File: config.mk
export PLATFORM = sky130hd
export DESIGN_NAME = cbs_queue
export DESIGN_NICKNAME = d
export VERILOG_FILES = /design/src/hw/rtl/cubic_bspline_sampler_top_macros.svh /design/src/hw/rtl/cbs_pkg.sv /design/src/hw/rtl/cbs_queue.sv
export SDC_FILE = /design/constraint.sdc
export NUM_CORES = 1
export LEC_CHECK = 0
export ABC_AREA = 1
export BUFFER_PORTS_ARGS = -buffer_cell sky130_fd_sc_hd__buf_2
export CAP_MARGIN = 20
export CORE_AREA = 2 2 307 309
export DETAILED_ROUTE_END_ITERATION = 8
export DIE_AREA = 0 0 309 311
export PLACE_DENSITY = 0.56
export RECOVER_POWER = 25
export SLEW_MARGIN = 20
export SYNTH_ARGS = -nofsm -noshare
export SYNTH_HDL_FRONTEND = slang
export SYNTH_SLANG_ARGS = --single-unit
File: constraint.sdc
create_clock -name i_clk -period 63.8 [get_ports i_clk]
set_clock_uncertainty 0.1 [all_clocks]
set_input_delay 12.76 -clock i_clk [delete_from_list [all_inputs] [get_ports i_clk]]
set_output_delay 12.76 -clock i_clk [all_outputs]
set_load 0.02 [all_outputs]
File: src/hw/rtl/cubic_bspline_sampler_top_macros.svh
// ----------------------------------------------------------------------------
// Assertion macros for the cubic B-spline sampler
// Clocked on i_clk, disabled while i_rst_n is low.
// ----------------------------------------------------------------------------
`ifndef CUBIC_BSPLINE_SAMPLER_TOP_MACROS_SVH
`define CUBIC_BSPLINE_SAMPLER_TOP_MACROS_SVH

// same-cycle implication
`define CBS_IMPLY(lbl, ante, cons, msg) \
    lbl: assert property (@(posedge i_clk) disable iff (!i_rst_n) (ante) |-> (cons)) \
        else $error(msg);

// next-cycle implication
`define CBS_NEXT(lbl, ante, cons, msg) \
    lbl: assert property (@(posedge i_clk) disable iff (!i_rst_n) (ante) |=> (cons)) \
        else $error(msg);

`endif

File: src/hw/rtl/cbs_pkg.sv
// ----------------------------------------------------------------------------
// cbs_pkg
// Shared widths, types and helpers of the cubic B-spline sampler.
// ----------------------------------------------------------------------------
package cbs_pkg;

    localparam int COORD_W     = 32;
    localparam int LEN_W       = 40;
    localparam int IDX_W       = 6;
    localparam int NCFG_W      = 7;
    localparam int MAX_SAMPLES = 64;
    localparam int N_MIN       = 2;
    localparam int N_RESET     = 16;
    localparam int W_W         = 21;
    localparam int PROD_W      = 54;
    localparam int ACC_W       = 56;
    localparam int DVD_W       = 54;
    localparam int DVS_W       = 21;
    localparam int QUO_W       = 34;
    localparam int DIFF_W      = 33;
    localparam int SQ_W        = 66;
    localparam int RAD_W       = 68;
    localparam int ROOT_W      = 35;
    localparam int REM_W       = 37;
    localparam int SRT_ITER    = RAD_W / 2;
    localparam int CNT_W       = 6;

    localparam logic [LEN_W-1:0] LEN_MAX = '1;

    typedef logic [COORD_W-1:0] t_coord;
    typedef logic [2:0][COORD_W-1:0] t_point;

    typedef struct packed {
        logic [NCFG_W-1:0] n;
        t_point [3:0]      pts;
    } t_job;

    typedef enum logic [3:0] {
        S_IDLE, S_SEG1, S_SEG2, S_WGT1, S_WGT2, S_WGT3, S_MUL, S_ADD,
        S_DIVS, S_DIVW, S_SQ, S_SUM, S_SQS, S_SQW, S_OUT
    } t_bstate;

    function automatic logic [NCFG_W-1:0] clamp_n(input logic [NCFG_W-1:0] v);
        logic [NCFG_W-1:0] r;
        r = v;
        if (v < NCFG_W'(N_MIN)) r = NCFG_W'(N_MIN);
        if (v > NCFG_W'(MAX_SAMPLES)) r = NCFG_W'(MAX_SAMPLES);
        return r;
    endfunction

endpackage

File: src/hw/rtl/cbs_queue.sv
// ----------------------------------------------------------------------------
// cbs_queue
// Two-entry segment queue between front and back.
// ----------------------------------------------------------------------------
module cbs_queue import cbs_pkg::*; (
    input  logic i_clk,
    input  logic i_rst_n,
    input  logic i_push,
    input  t_job i_job,
    output logic o_full,
    output logic o_valid,
    output t_job o_job,
    input  logic i_pop
);

    t_job       r_mem [2];
    logic       r_wp;
    logic       r_rp;
    logic [1:0] r_cnt;

    assign o_full  = (r_cnt == 2'd2);
    assign o_valid = (r_cnt != 2'd0);
    assign o_job   = r_mem[r_rp];

    always_ff @(posedge i_clk) begin
        if (i_push) r_mem[r_wp] <= i_job;
    end

    always_ff @(posedge i_clk) begin
        if (!i_rst_n) begin
            r_wp  <= 1'b0;
            r_rp  <= 1'b0;
            r_cnt <= '0;
        end else begin
            if (i_push) r_wp <= !r_wp;
            if (i_pop)  r_rp <= !r_rp;
            r_cnt <= r_cnt + 2'(i_push) - 2'(i_pop);
        end
    end

endmodule

==> Word-level counts from Yosys, hierarchy flattened <==
Memories as Yosys holds them, arrays and structs flattened. A register that Yosys moved wholly into a read port is not among the register bits.
Cells that the tools add are included.
{ "totals": {"regBits": 4, "latch_bits": 0, "ram_bits": 782, "rom_bits": 0, "inputBits": 395, "output_inout_bits": 393, "wordCells": 14, "n_memories": 1} }
{ "classes": {"n_addsub": 2, "n_mul": 0, "div_mod_pow": 0, "order_cmp": 0, "n_eq_ne": 1, "shift": 0, "mux": 4, "bitwise": 0, "n_reduce_logical": 3} }
{ "memory_table": {"columns": ["name", "depth", "width", "read_ports", "rd_ports_with_merged_regs", "write_ports", "line", "text"], "rows": [
  ["r_mem", 2, 391, 1, 1, 1, "cbs_queue.sv:16", "t_job r_mem [2];"]
]} }
{ "op_table": {"columns": ["op", "n"], "rows": [
  ["1-bit 2-to-1 mux", 4],
  ["2-bit by 1-bit adder with 2-bit output", 1],
  ["2-bit equality test, second input constant", 1],
  ["1-bit logical NOT", 2],
  ["2-bit nonzero test", 1],
  ["2-bit by 1-bit subtractor with 2-bit output", 1]
]} }

==> Longest topological paths before layout <==
{ "logic_depth": {"word_depth": 3, "depth_mapped": 7} }

==> Worst setup path before layout <==
OpenSTA, ideal clock, no wires.
{ "synth_timing": {"path_type": "input to register", "startpoint": "input i_push", "endpoint": "memory r_mem[0][0] (netlist name) (enable)", "t_arrival_ns": 29.125, "setup_slack_ns": 33.411, "stages": 2, "n_path_buf": 0, "path_cell_list": "inv_1 nor2_1"} }
{ "synth_between": {"elab_chain_len": 2} }
{ "synth_rtl": {"columns": ["item", "line", "text"], "rows": [
  ["start, declared", "cbs_queue.sv:8", "input logic i_push,"],
  ["1-bit 2-to-1 mux", "cbs_queue.sv:26", "if (i_push) r_mem[r_wp] <= i_job;"],
  ["1-bit 2-to-1 mux (not written as such)", "cbs_queue.sv:26", null],
  ["end, declared", "cbs_queue.sv:16", null]
]} }
Every way passes these cells.

==> summary.md <==
| Metric | Value |
|---|---|
| Post-placement cell count | approximately 3.3k |
| Final ANT Viol Nets | 0 |
| Grt ovf | 0 |
| EDFF count, synth | about 800 |
| Ys flop type | edfxtp_1 |
| Layout fillers | between 8k and 9k |
| Detail Placement HPWL | just over 50 mm |
| Count leader, synth | edfxtp_1 |
| Die width | a little over 300 microns |
| CTS clk-pin slew, worst paths | approximately 0.06 ns |
| Hold crit path type | register to register |
| Fin Hold WS | between 0.4 and 0.5 ns |
| CTS tree | built |
| Placed cell area | 35240 sq um |
| R2R Setup Slk | roughly 60 ns |
| Pleak | 0.01470 uW |
| Iter 0 DRT Violations | roughly 940 |
| Slew headroom | 0.2700 |
| Worst Hold End | r_rp$_SDFFE_PN0P_ |
| Rows | between 100 and 150 |
| Fmax | 57.07 MHz |
| Crit end category | output port |
| Clock Path Buffers | 3 |
| Peak supply drop | about 0.026 mV |
| Crit Path Max Fanout | 55 |
| Final worst path period share | 0.2747 |
| Via density | about 4.3 |
| Syn Area/Cell | roughly 24 sq um |
| Synth area leaders | edfxtp_1, mux2_4, buf_12 |
| Final hold violation count | 0 |
| Largest area contributor in the synthesized netlist | edfxtp_1 |
| Die area | around 96000 sq um |
| Met2 Use GR | 0.2632 |
| Non-Filler Instances | 3433 |
| Post-route cell area | 37970 sq um |
| Clk_lat worst skew | 0.63 ns |
| Worst r2r dst | r_mem[1][114]$_DFFE_PP_ |
| Synth Register Bits | 787 |
| Met1 Resource Use GR | 0.1562 |
| Crit path launch type | register |
| DR DRC count | 0 |
| Fin nets | between 2k and 2.5k |
| Clk root buf | clkbuf_16 |
| Synth top cells by count | edfxtp_1, mux2_4, buf_12 |
| Die Y | between 300 and 400 microns |
| Max-cap violation count | 0 |
| Post-CTS Setup Inserts | 0 |
| Initial antenna violation count | 29 |
| Hold-fix buffers, CTS | 0 |
| Critical path type | register to output port |
| Final setup viols | 0 |
| Final WL | around 74 mm |
| Data required time of the worst path | between 50 and 60 ns |
| Largest net degree at the start of global routing | approximately 160 |
| Ys async rst share | 0 |
| Worst slew pin tran | between 1 and 1.5 ns |
| Initial Util | 0.3282 |
| Gr usage total | 0.1465 |
| Wirelength per Cell | about 21 microns |
| Setup_tns | 0 ns |
| Synth cell types | 12 |
| First-pass GRT wire length | a little over 100 mm |
| Pwr/cell area | between 30 and 40 nW/um^2 |
| Routability cong. | ~0.84 |
| Clk sinks | about 800 |
| Routed vias | 14.92k |
| Core box area | roughly 93000 sq um |
| Post-synthesis sequential area ratio | 0.7746 |
| Pre-antenna DRT Iters | 5 |
| Buffers on Ports | 787 |
| Number of global-route vias before repair | roughly 16k |
| IO Pins | 788 |
| Minimum clock period | about 18 ns |
| Max Slew Vio Count | 0 |
| Worst Hold Path Cells | 2 |
| H-tree levels | 3 |
| Ratio of cells with drive above 1 in the final layout | 0.5668 |
| Met3 usage | 0.05101 |
| Post-synth top area share | 0.7713 |
| Worst hold start | r_rp$_SDFFE_PN0P_ |
| Synthesized netlist cell count | between 1k and 1.5k |
| Critical path data arrival time | ~4.7 ns |
| Total CTS buffers | 87 |
| RSZ-0062 raised after global routing | no |
| Area Overhead vs Synth | 24.71% |
| RR Startpoint | r_wp$_SDFFE_PN0P_ |
| Status | finished clean |
| Post-CTS sizing | 0 |
| Gr busiest metal | met2 |
| Syn_nets | 1647 |
| Mapped cell area | 30450 sq um |
| Yosys warns | 0 |
| Worst Reg-to-Reg Cells | 5 |
==> area by class of cell <==
cell class / instances / area [sq um] / share of cell area
Clock buffer: 103 / 2301 / 0.06060
Multi-Input combinational cell: 412 / 5973 / 0.1573
Tap cell: 1254 / 1569 / 0.04132
Inverter: 7 / 33.78 / 0.0008897
Antenna cell: 16 / 40.04 / 0.001054
Clock inverter: 51 / 488.0 / 0.01285
Sequential cell: 787 / 23590 / 0.6212
Timing Repair Buffer: 803 / 3979 / 0.1048
==> metal layers <==
| layer | part of all wire | routed length, microns |
|---|---|---|
| met5 | 0.0017 | 127 |
| met4 | 0.029 | 2109 |
| met3 | 0.080 | 5865 |
| met2 | 0.53 | 39050 |
| met1 | 0.36 | 26610 |
==> worst max path at each step <==
stage / start / to / slack, ns / cells after the start
CTS: register / o_job[58] / 46.16 / 5
finish: register / o_job[262] / 46.28 / 5
detailed placement: register / o_job[58] / 46.88 / 5
global route: register / o_job[210] / 46.03 / 5
global placement: register / o_job[58] / 46.97 / 5
floorplan: i_push / r_mem[0][0]$_DFFE_PP_ / 33.41 / 2
==> through the flow <==
stage	util	worst slack [ns]	power (uW)
final	0.4093	46.28	1237
after global routing	0.4092	46.03	1282
after CTS	0.4099	46.16	1257
after detailed placement	0.3799	46.88	761.7
after global placement	0.3799	46.97	759.2
after floorplan	-	33.41	726.9
==> cell families after synthesis <==
kind of cell    share of synthesized area
buf+inv                           0.02951
simple gates                     0.002260
mux                                0.1927
compound gates                  0.0001642
fa+ha+maj                       0.0008218
flops                              0.7746
==> registers in the layout, indices dropped and copies added, names as in the netlist, named ones only <==
register	count
r_mem	782
r_cnt	2
r_rp	1
r_wp	1
==> power breakdown <==
part	leakage, uW	internal [uW]	switching (uW)
logic	0.00597	59.9	79.6
clock network	0.00136	290	200
registers	0.00738	600	8.43
total	0.0147	950	288
==> critical path, cell delays in order (launching register included) <==
cell and delay [ns]:
dfxtp_4 0.76, buf_4 0.85, buf_4 0.79, buf_4 0.86, mux2_4 0.36, buf_2 0.16
==> placed cells by master, fill, tap and decap left out <==
cell type     n
clkinvlp_4    7
inv_8         1
clkbuf_1    113
buf_16        1
clkinv_8      1
clkinv_4      2
inv_6         3
ha_1          2
buf_4        13
a21oi_1       1
nor2_4        1
nand2_1       9
clkinv_2     18
nor2_1        7
dfxtp_4       1
clkbuf_16    90
mux2_4      390
nand3_1       1
clkinv_1     12
mux2_2        1
buf_12        2
edfxtp_1    782
inv_1         6
bufinv_16     8
buf_2       687
dfxtp_1       4
diode_2      16
Power figures use the tool's default switching activity.
